`src/md5c_pkg.sv`:
```
`default_nettype none

package md5c_pkg;

    localparam int unsigned WORD_W = 32;
    localparam int unsigned NUM_WORDS = 16;
    localparam int unsigned NUM_ROUNDS = 64;
    localparam int unsigned IDX_W = $clog2(NUM_WORDS);
    localparam int unsigned ROUND_W = $clog2(NUM_ROUNDS);
    localparam int unsigned PC_W = 3;

    typedef logic [WORD_W-1:0] word_t;
    typedef logic [IDX_W-1:0] idx_t;
    typedef logic [ROUND_W-1:0] round_t;
    typedef logic [PC_W-1:0] pc_t;

    localparam word_t INIT_A = 32'h67452301;
    localparam word_t INIT_B = 32'hefcdab89;
    localparam word_t INIT_C = 32'h98badcfe;
    localparam word_t INIT_D = 32'h10325476;

    localparam idx_t LAST_IDX = idx_t'(NUM_WORDS - 1);
    localparam round_t LAST_ROUND = round_t'(NUM_ROUNDS - 1);

    typedef enum logic [1:0] {
        OP_NOP,
        OP_LOAD,
        OP_ROUND,
        OP_FINAL
    } op_t;

    typedef enum logic [2:0] {
        COND_NEVER,
        COND_ALWAYS,
        COND_NO_BLOCK,
        COND_MORE_ROUNDS,
        COND_OUT_BUSY
    } cond_t;

    typedef struct packed {
        op_t   op;
        cond_t cond;
        pc_t   target;
    } ctrl_t;

    localparam pc_t PC_IDLE  = 3'd0;
    localparam pc_t PC_LOAD  = 3'd1;
    localparam pc_t PC_ROUND = 3'd2;
    localparam pc_t PC_WAIT  = 3'd3;
    localparam pc_t PC_FINAL = 3'd4;

    // control store: collect block, load working words, 64 rounds, wait for
    // output register, fold into chaining words
    function automatic ctrl_t program_word(input pc_t pc);
        ctrl_t cw;
        case (pc)
            PC_IDLE:  cw = '{op: OP_NOP,   cond: COND_NO_BLOCK,    target: PC_IDLE};
            PC_LOAD:  cw = '{op: OP_LOAD,  cond: COND_NEVER,       target: PC_IDLE};
            PC_ROUND: cw = '{op: OP_ROUND, cond: COND_MORE_ROUNDS, target: PC_ROUND};
            PC_WAIT:  cw = '{op: OP_NOP,   cond: COND_OUT_BUSY,    target: PC_WAIT};
            PC_FINAL: cw = '{op: OP_FINAL, cond: COND_ALWAYS,      target: PC_IDLE};
            default:  cw = '{op: OP_NOP,   cond: COND_ALWAYS,      target: PC_IDLE};
        endcase
        return cw;
    endfunction

    localparam word_t SINE_K [NUM_ROUNDS] = '{
        32'hd76aa478, 32'he8c7b756, 32'h242070db, 32'hc1bdceee,
        32'hf57c0faf, 32'h4787c62a, 32'ha8304613, 32'hfd469501,
        32'h698098d8, 32'h8b44f7af, 32'hffff5bb1, 32'h895cd7be,
        32'h6b901122, 32'hfd987193, 32'ha679438e, 32'h49b40821,
        32'hf61e2562, 32'hc040b340, 32'h265e5a51, 32'he9b6c7aa,
        32'hd62f105d, 32'h02441453, 32'hd8a1e681, 32'he7d3fbc8,
        32'h21e1cde6, 32'hc33707d6, 32'hf4d50d87, 32'h455a14ed,
        32'ha9e3e905, 32'hfcefa3f8, 32'h676f02d9, 32'h8d2a4c8a,
        32'hfffa3942, 32'h8771f681, 32'h6d9d6122, 32'hfde5380c,
        32'ha4beea44, 32'h4bdecfa9, 32'hf6bb4b60, 32'hbebfbc70,
        32'h289b7ec6, 32'heaa127fa, 32'hd4ef3085, 32'h04881d05,
        32'hd9d4d039, 32'he6db99e5, 32'h1fa27cf8, 32'hc4ac5665,
        32'hf4292244, 32'h432aff97, 32'hab9423a7, 32'hfc93a039,
        32'h655b59c3, 32'h8f0ccc92, 32'hffeff47d, 32'h85845dd1,
        32'h6fa87e4f, 32'hfe2ce6e0, 32'ha3014314, 32'h4e0811a1,
        32'hf7537e82, 32'hbd3af235, 32'h2ad7d2bb, 32'heb86d391
    };

    localparam logic [4:0] ROT_AMOUNT [4][4] = '{
        '{5'd7, 5'd12, 5'd17, 5'd22},
        '{5'd5, 5'd9,  5'd14, 5'd20},
        '{5'd4, 5'd11, 5'd16, 5'd23},
        '{5'd6, 5'd10, 5'd15, 5'd21}
    };

    function automatic idx_t word_index(input round_t r);
        idx_t low;
        idx_t g;
        low = r[IDX_W-1:0];
        case (r[ROUND_W-1:IDX_W])
            2'd0:    g = low;
            2'd1:    g = idx_t'(low * 4'd5 + 4'd1);
            2'd2:    g = idx_t'(low * 4'd3 + 4'd5);
            default: g = idx_t'(low * 4'd7);
        endcase
        return g;
    endfunction

endpackage

`default_nettype wire

```
`src/md5c_round.sv`:
```
`default_nettype none

module md5c_round
    import md5c_pkg::*;
(
    input  wire word_t  a,
    input  wire word_t  b,
    input  wire word_t  c,
    input  wire word_t  d,
    input  wire word_t  w,
    input  wire round_t round,
    output word_t       new_b
);

    logic [1:0]        phase;
    word_t             f;
    word_t             t;
    logic [4:0]        s;
    logic [2*WORD_W-1:0] dbl;

    always_comb
    begin
        phase = round[ROUND_W-1:IDX_W];
        case (phase)
            2'd0:    f = (b & c) | (~b & d);
            2'd1:    f = (b & d) | (c & ~d);
            2'd2:    f = b ^ c ^ d;
            default: f = c ^ (b | ~d);
        endcase
        t = a + f + w + SINE_K[round];
        s = ROT_AMOUNT[phase][round[1:0]];
        dbl = {t, t} << s;
        new_b = b + dbl[2*WORD_W-1:WORD_W];
    end

endmodule

`default_nettype wire

```
`src/md5_block_compression.sv`:
```
`default_nettype none

// md5 block compression engine
// word channel: message_word / new_message with word_valid, word_stall.
//   sixteen items make one 512-bit block; new_message on an item reloads the
//   standard initial chaining words and makes that item word 0 of a block
// digest channel: digest_a..digest_d with digest_valid, digest_stall; one
//   item per block, the chaining words after that block
// sequence: after the sixteenth word is taken come one load step, 64
//   rounds at one round per cycle in the round unit, one wait step and
//   one final add step
// block rate: words of the next block are taken only after the final add,
//   so it is set by the single shared round unit stepping through the 64 rounds
// word_stall is high while a block is being compressed; words of the next
//   block are taken while a digest still waits in the output register
// if the receiver stalls the digest, it holds and the next compression
//   waits before its final add until the digest has been taken
// reset: chaining words return to the initial values, the word count and
//   sequencer clear and no digest is pending

module md5_block_compression
    import md5c_pkg::*;
(
    input  wire         clk,
    input  wire         rst_n,
    input  wire  [31:0] message_word,
    input  wire         new_message,
    input  wire         word_valid,
    output logic        word_stall,
    output logic [31:0] digest_a,
    output logic [31:0] digest_b,
    output logic [31:0] digest_c,
    output logic [31:0] digest_d,
    output logic        digest_valid,
    input  wire         digest_stall
);

    pc_t    pc_reg, pc_next;
    idx_t   word_count_reg, word_count_next;
    round_t round_reg, round_next;
    logic   digest_valid_reg, digest_valid_next;
    word_t  chain_reg [4];
    word_t  chain_next [4];
    word_t  a_reg, b_reg, c_reg, d_reg;
    word_t  block_mem [NUM_WORDS];
    word_t  mem_rd_reg;
    idx_t   rd_addr;
    idx_t   wr_addr;
    ctrl_t  ctrl;
    logic   word_accept;
    logic   last_word;
    logic   cond_true;
    word_t  new_b;

    md5c_round u_round (
        .a     (a_reg),
        .b     (b_reg),
        .c     (c_reg),
        .d     (d_reg),
        .w     (mem_rd_reg),
        .round (round_reg),
        .new_b (new_b)
    );

    always_comb
    begin
        ctrl = program_word(pc_reg);
        word_stall = (pc_reg != PC_IDLE);
        word_accept = word_valid && !word_stall;
        wr_addr = new_message ? '0 : word_count_reg;
        last_word = word_accept && (wr_addr == LAST_IDX);

        case (ctrl.cond)
            COND_NEVER:       cond_true = 1'b0;
            COND_ALWAYS:      cond_true = 1'b1;
            COND_NO_BLOCK:    cond_true = !last_word;
            COND_MORE_ROUNDS: cond_true = (round_reg != LAST_ROUND);
            COND_OUT_BUSY:    cond_true = digest_valid_reg;
            default:          cond_true = 1'b1;
        endcase
        pc_next = cond_true ? ctrl.target : pc_t'(pc_reg + 1'b1);

        word_count_next = word_count_reg;
        if (word_accept)
        begin
            word_count_next = (wr_addr == LAST_IDX) ? '0 : idx_t'(wr_addr + 1'b1);
        end

        round_next = round_reg;
        rd_addr = word_index(round_reg);
        case (ctrl.op)
            OP_LOAD:
            begin
                round_next = '0;
                rd_addr = word_index('0);
            end
            OP_ROUND:
            begin
                round_next = round_t'(round_reg + 1'b1);
                rd_addr = word_index(round_t'(round_reg + 1'b1));
            end
            default:
            begin
                round_next = round_reg;
            end
        endcase

        for (int i = 0; i < 4; i++)
        begin
            chain_next[i] = chain_reg[i];
        end
        if (word_accept && new_message)
        begin
            chain_next[0] = INIT_A;
            chain_next[1] = INIT_B;
            chain_next[2] = INIT_C;
            chain_next[3] = INIT_D;
        end
        else if (ctrl.op == OP_FINAL)
        begin
            chain_next[0] = chain_reg[0] + a_reg;
            chain_next[1] = chain_reg[1] + b_reg;
            chain_next[2] = chain_reg[2] + c_reg;
            chain_next[3] = chain_reg[3] + d_reg;
        end

        digest_valid_next = digest_valid_reg;
        if (ctrl.op == OP_FINAL)
        begin
            digest_valid_next = 1'b1;
        end
        else if (digest_valid_reg && !digest_stall)
        begin
            digest_valid_next = 1'b0;
        end

        digest_valid = digest_valid_reg;
    end

    always_ff @(posedge clk or negedge rst_n)
    begin
        if (!rst_n)
        begin
            pc_reg <= PC_IDLE;
            word_count_reg <= '0;
            round_reg <= '0;
            digest_valid_reg <= 1'b0;
            chain_reg[0] <= INIT_A;
            chain_reg[1] <= INIT_B;
            chain_reg[2] <= INIT_C;
            chain_reg[3] <= INIT_D;
        end
        else
        begin
            pc_reg <= pc_next;
            word_count_reg <= word_count_next;
            round_reg <= round_next;
            digest_valid_reg <= digest_valid_next;
            for (int i = 0; i < 4; i++)
            begin
                chain_reg[i] <= chain_next[i];
            end
        end
    end

    // block word store, one write and one registered read per cycle
    always_ff @(posedge clk)
    begin
        if (word_accept)
        begin
            block_mem[wr_addr] <= message_word;
        end
        mem_rd_reg <= block_mem[rd_addr];
    end

    // working words and digest payload
    always_ff @(posedge clk)
    begin
        case (ctrl.op)
            OP_LOAD:
            begin
                a_reg <= chain_reg[0];
                b_reg <= chain_reg[1];
                c_reg <= chain_reg[2];
                d_reg <= chain_reg[3];
            end
            OP_ROUND:
            begin
                a_reg <= d_reg;
                b_reg <= new_b;
                c_reg <= b_reg;
                d_reg <= c_reg;
            end
            OP_FINAL:
            begin
                digest_a <= chain_next[0];
                digest_b <= chain_next[1];
                digest_c <= chain_next[2];
                digest_d <= chain_next[3];
            end
            default:
            begin
                a_reg <= a_reg;
            end
        endcase
    end

`ifndef SYNTHESIS
    a_round_exit: assert property (@(posedge clk) disable iff (!rst_n)
        (pc_reg == PC_ROUND && pc_next != PC_ROUND) |-> round_reg == LAST_ROUND)
        else $error("round loop left early");

    a_digest_source: assert property (@(posedge clk) disable iff (!rst_n)
        $rose(digest_valid) |-> $past(pc_reg) == PC_FINAL)
        else $error("digest raised outside final step");

    a_load_count: assert property (@(posedge clk) disable iff (!rst_n)
        (pc_reg == PC_LOAD) |-> word_count_reg == '0)
        else $error("word count not cleared at block start");

    a_final_free: assert property (@(posedge clk) disable iff (!rst_n)
        (pc_reg == PC_FINAL) |-> !digest_valid_reg)
        else $error("final add over a pending digest");
`endif

endmodule

`default_nettype wire
```
`config.mk`:
```
export PLATFORM = sky130hd
export DESIGN_NAME = md5_block_compression
export DESIGN_NICKNAME = d
export VERILOG_FILES = /design/src/md5c_pkg.sv /design/src/md5c_round.sv /design/src/md5_block_compression.sv
export SDC_FILE = /design/constraint.sdc
export NUM_CORES = 2
export LEC_CHECK = 0
export ABC_AREA = 1
export BUFFER_PORTS_ARGS = -buffer_cell sky130_fd_sc_hd__buf_2
export CAP_MARGIN = 20
export CORE_AREA = 3 3 264 396
export DETAILED_ROUTE_END_ITERATION = 16
export DIE_AREA = 0 0 267 399
export HOLD_SLACK_MARGIN = 0.12
export PLACE_DENSITY = 0.76
export RECOVER_POWER = 25
export SYNTH_ARGS = -nofsm -noshare
export SYNTH_HDL_FRONTEND = slang
export SYNTH_SLANG_ARGS = --single-unit
```
`constraint.sdc`:
```
create_clock -name clk -period 11 [get_ports clk]
set_clock_uncertainty 0.15 [all_clocks]
set_input_delay 2.75 -clock clk [delete_from_list [all_inputs] [get_ports clk]]
set_output_delay 2.75 -clock clk [all_outputs]
set_load 0.02 [all_outputs]
```
# Yosys cells after proc, flatten, opt, wreduce, memory -nomap -nowiden
# Memories as Yosys holds them, arrays and structs flattened. A register that Yosys moved wholly into a read port is not among the register bits.
# Index checks and enable logic that the tools add are counted.
[classes]
n_eq_ne = 16
n_reduce_logical = 14
bitwise = 15
multipliers = 6
addsub = 15
magnitude_cmp = 3
mux = 28
shifts = 1
[ops]
columns = ["op", "count"]
rows = [
  ["$add A32 B32 Y32", 8],
  ["$mux W128", 2],
  ["$pmux W32 S2", 4],
  ["$and A32 B32 Y32", 4],
  ["$or A32 B32 Y32", 3],
  ["$pmux W32 S3", 1],
  ["$xor A32 B32 Y32", 3],
  ["$mux W32", 2],
  ["$not A32 Y32", 2],
  ["$shl A64 B5 Y64", 1],
  ["$bmux W20 S2", 1],
  ["$mux W20", 2],
  ["$pmux W8 S5", 1],
  ["$pmux W4 S3", 2],
  ["$mul A4 B3 Y4 const B", 4],
  ["$add A4 B1 Y4 const B", 3],
  ["$eq A3 B2 Y1 const B", 4],
  ["$pmux W6 S2", 1],
  ["$bmux W5 S2", 1],
  ["$mux W5", 2],
  ["$add A4 B3 Y4 const B", 2],
  ["$eq A2 B2 Y1 const B", 4],
  ["$mul A4 B2 Y4 const B", 2],
  ["$mux W4", 2],
  ["21 further kinds", 37],
]
[totals]
input_bits = 37
word_cells = 116
memories = 2
ramBits = 512
out_inout_bits = 130
romBits = 2048
register_bits = 398
[mem_list]
columns = ["memory", "words", "width", "read_ports", "rd_ports_with_merged_regs", "wr", "line", "rtl"]
rows = [
  ["(no name shown)", 64, 32, 1, 0, 0, "md5c_round.sv:30", "t = a + f + w + SINE_K[round];"],
  ["block_mem", 16, 32, 1, 1, 1, "md5_block_compression.sv:45", "word_t block_mem [NUM_WORDS];"],
]

# Depth between registers and ports, before layout
[depth]
depth_word = 10
ltp_mapped = 56
depth_no_buf = 54

# Modules after synthesis
# From an unflattened synthesis, not the netlist that was laid out.
[unflattened]
hier_cells = 6909
hier_area_um2 = 58474.8
[by_module_without_submodules]
columns = ["module", "seq_area_each_um2", "cells_per_inst", "area_per_inst_um2", "n_inst"]
rows = [
  ["md5_block_compression", 27336.2, 4655, 46106.7, 1],
  ["md5c_round", 0.0, 2254, 12368.1, 1],
]

# Worst setup path after synthesis
# OpenSTA, ideal clock, no wires.
[synth_path]
path_type = "reg2reg"
from = "register round_reg[2]"
to = "register b_reg[24] (data pin)"
arrival_ns = 7.237
stages_incl_launch_ff = 54
slack_ns = 3.346
synth_period_minus_slack_ns = 7.654
t_required_ns = 10.583
setup_time_ns = 0.267
path_buffers = 2
path_cell_list = "dfrtp_1 buf_2 clkinv_1 clkbuf_1 ha_1 inv_1 nand2_1 a22oi_1 o21ai_0 nand2_1 nand2_1 fa_1 inv_1 fa_1 inv_1 ha_1 inv_1 fa_1 [... 18 more ...] nand2_1 nand2_1 nand2_1 nand2_1 nand3_1 nand3_1 nand2_1 nand2_1 nand2_1 nand2_1 nand2_1 nand2_1 a21boi_0 o21ai_0 nand2_1 nand3b_1 nand3_1 o21ai_0"
[synth_via]
elab_chain_cells = 8
[synth_lines]
columns = ["item", "line", "rtl"]
rows = [
  ["start: declaration", "md5_block_compression.sv:40", "round_t round_reg, round_next;"],
  ["start signal: assignment", "md5_block_compression.sv:157", "round_reg <= round_next;"],
  ["$not A6 Y7 (implied by the code)", "md5c_round.sv:30", ""],
  ["$mem_v2 Z64 W32", "--", ""],
  ["$mux W32 (implied by the code) (2 in a row)", "md5c_round.sv:30", ""],
  ["$add A32 B32 Y32", "md5c_round.sv:30", ""],
  ["$shl A64 B5 Y64", "md5c_round.sv:32", "dbl = {t, t} << s;"],
  ["$add A32 B32 Y32", "md5c_round.sv:33", "new_b = b + dbl[2*WORD_W-1:WORD_W];"],
  ["$pmux W32 S2", "md5_block_compression.sv:179", "case (ctrl.op)"],
  ["end signal: assignment", "md5_block_compression.sv:183", "b_reg <= chain_reg[1];"],
  ["end signal: assignment", "md5_block_compression.sv:190", "b_reg <= new_b;"],
  ["end: declaration", "md5_block_compression.sv:44", "word_t a_reg, b_reg, c_reg, d_reg;"],
]
# No other way between the ends. The select of a mux whose other input is x is not followed.
# A chain may end at the register's enable or synchronous reset.

# Final worst setup path
[layout_path]
from = "register round_reg[2]"
to = "register b_reg[25] (data pin)"
# The elaborated chain is that of the path after synthesis.

==> flow_summary.ini <==
[synth]
synth_top_area_share_pct = 41.5
synth.most_common_cell = nand2_1
seq_area_frac_synth_pct = 49.2
avgSynthCellArea_sq_um = 8.93
synth_top_cell_by_area = edfxtp_1
synth-edff-count = 768
synth-seq-cells = 942
synth_common_cells = nand2_1, inv_1, edfxtp_1
synth_area_sq_um = 55500
synth_area_leaders = edfxtp_1, nand2_1, o21ai_0
synth-async-reset-ratio_pct = 15.1
yosysWarnings = 0
netlist_instances = 6219
synth-main-ff-cell = edfxtp_1
ys_types = 63
synthesis.nets = 6562

[global_route]
grt_max_degree = 195
grt_antenna_before_repair = 6
grt_pass1_wl_mm = 293
track_usage_pct = 37.3
grt_overflow_total = 0
grt_pass1_vias = 46400

[hold_path]
hold_class = flip-flop to flip-flop
min_path_cells = 2
whs_endpoint = digest_valid$_DFFE_PN0P_
min_from = digest_valid$_DFFE_PN0P_

[cts]
cts_buffer_depth = 3
clkTransAtPathRegs_ns = 0.09
cts_made_buffers = 87
cts_tree = done
cts-htree-levels = 3
clock_latency_ns = 0.72
root_buffer = clkbuf_16
cts_resized = 0
postCtsSetupBuffers = 0
ctsHoldBuffers = 0
clkSinkCount = 942

[final_layout]
layout-drive-gt1-share_pct = 8.08
num-fill-cells = 8685
syn_to_final_growth_pct = 9.66
fin_nets = 6667
largest_reg_flops = 512

[sta]
period_share_pct = 88.4
final_hold_viol_count = 0
relSlewSlack_pct = -60.3
rsz0062_at_grt = false
fin_ws_ns = 1.27
slew_violations = 110
setup_viol = 0
finalSetupTns_ns = 0
finalCriticalPeriod_ns = 9.73
maxClockFrequency_mhz = 103
worstMarginPinSlew_ns = 2.40

[floorplanning]
initial_core_util_pct = 54.8
die_area_sq_um = 107000
io_pins = 167
fp.dieH_um = 399
core_sq_um = 101000
die_w_um = 267
std_cell_rows = 143

[critical_path]
cp_slowest_cell = dfrtp_1
r2r-start = round_reg[2]$_DFFE_PN0N_
critPathMaxStageDelay_ns = 0.80
crit_top_cell = nand2_1
cp-end-kind = flip-flop
crit_arrival_ns = 10.04
worstReg2RegEnd = b_reg[25]$_DFFE_PN_
r2r_cells = 47
r2r_slack_ns = 1.27
critPathRequiredTime_ns = 11.32
path_class = flip-flop to flip-flop
startpoint_type = flip-flop
cp_max_fo = 27

[run]
max-cap-violations = 3

[status]
violations = max-capacitance violations, max-slew violations
status = complete, but fails checks

[placed_design]
post-place-ws_ns = 1.56
gp_routability_congestion = 1.10
io_buffers = 166
dp.final_hpwl_mm = 146

[route]
wl_per_cell_um = 26.1
vias = 47700
dr.pass1.iters = 6
drt_iter0_markers = 4876
antenna_left = 0
drc = 0
avgViaCountPerCell = 6.19
wirelength_mm = 201
-- metrics by stage --
step                      cell area, sq um  utilization [%]  hold WS, ns  cells
final                                60900             60.1        0.365   7706
after global placement               57900             57.2        0.333   7540
after global routing                 60900             60.1        0.411   7702
after detailed placement             57900             57.2        0.353   7540
after floorplan                      55500                -        0.322   6219
after CTS                            60900             60.2        0.373   7702
-- worst max path at each step --
stage / depth (start not counted) / endpoint / from
2_1_floorplan: 53 / b_reg[24]$_DFFE_PN_ / round_reg[2]$_DFFE_PN0N_
3_3_place_gp: 48 / b_reg[25]$_DFFE_PN_ / round_reg[2]$_DFFE_PN0N_
3_5_place_dp: 48 / b_reg[25]$_DFFE_PN_ / round_reg[2]$_DFFE_PN0N_
4_1_cts: 48 / b_reg[25]$_DFFE_PN_ / round_reg[2]$_DFFE_PN0N_
5_1_grt: 47 / b_reg[25]$_DFFE_PN_ / round_reg[2]$_DFFE_PN0N_
6_report: 47 / b_reg[25]$_DFFE_PN_ / round_reg[2]$_DFFE_PN0N_
-- cell type report --
class                      count  area, sq um  area share [%]
antenna                        4         10.0          0.0164
clock buffer                 108         2320            3.81
clock inverter                54          664            1.09
inverter                     893         3360            5.52
multi-input combinational   4120        23900            39.2
sequential                   942        27300            44.9
tap                         1305         1630            2.68
timing repair buffer         280         1690            2.78
-- critical path, delay by kind of cell (launching register included) --
kind	cells	cell delay, ns
AO/OA/AOI/OAI	8	1.92
adder cells (fa/ha/maj)	5	2.11
buffers and inverters	9	0.97
flip-flops	1	0.80
AND/OR/NAND/NOR	25	3.48
-- kinds of logic after synthesis --
logic type,synth area share (%)
buf+inv,8.08
flops,49.2
fa+ha+maj,7.83
xor+xnor,1.73
compound gates,18.1
simple gates,15.0
-- routing by layer --
layer / track usage [%] / up-vias / wire (um)
met5: 0 / - / 27
met4: 31.8 / 4 / 20600
met3: 7.23 / 752 / 17100
met2: 62.5 / 2444 / 95100
met1: 40.8 / 22600 / 68300
li1: - / 21900 / -
-- placed cells by master, fill, tap and decap left out, types with 16 or more instances in the layout --
cell / synthesis / routed
nand3_1: 456 / 456
edfxtp_1: 768 / 768
inv_1: 880 / 878
dfxtp_1: 32 / 32
o311ai_0: 16 / 16
clkbuf_16: 0 / 89
xnor2_1: 48 / 48
o21a_1: 18 / 18
buf_2: 42 / 135
nand4_1: 31 / 31
o221ai_1: 100 / 100
dfrtp_1: 78 / 76
clkinv_2: 0 / 17
a31oi_1: 35 / 35
o31ai_1: 23 / 23
o21ai_0: 676 / 676
o22ai_1: 43 / 42
nor2_4: 1 / 17
clkbuf_1: 180 / 47
dfstp_2: 64 / 64
nor2_1: 327 / 311
buf_4: 8 / 111
a221oi_1: 21 / 21
o211ai_1: 177 / 177
o21ai_1: 43 / 42
a21oi_1: 486 / 486
fa_1: 69 / 69
xor2_1: 54 / 54
nor3_1: 57 / 57
o21bai_1: 23 / 23
nand2_1: 1066 / 1066
ha_1: 237 / 236
Power is not shown: default switching activity piles up to over one toggle a cycle in this logic, so the estimate is an artifact.
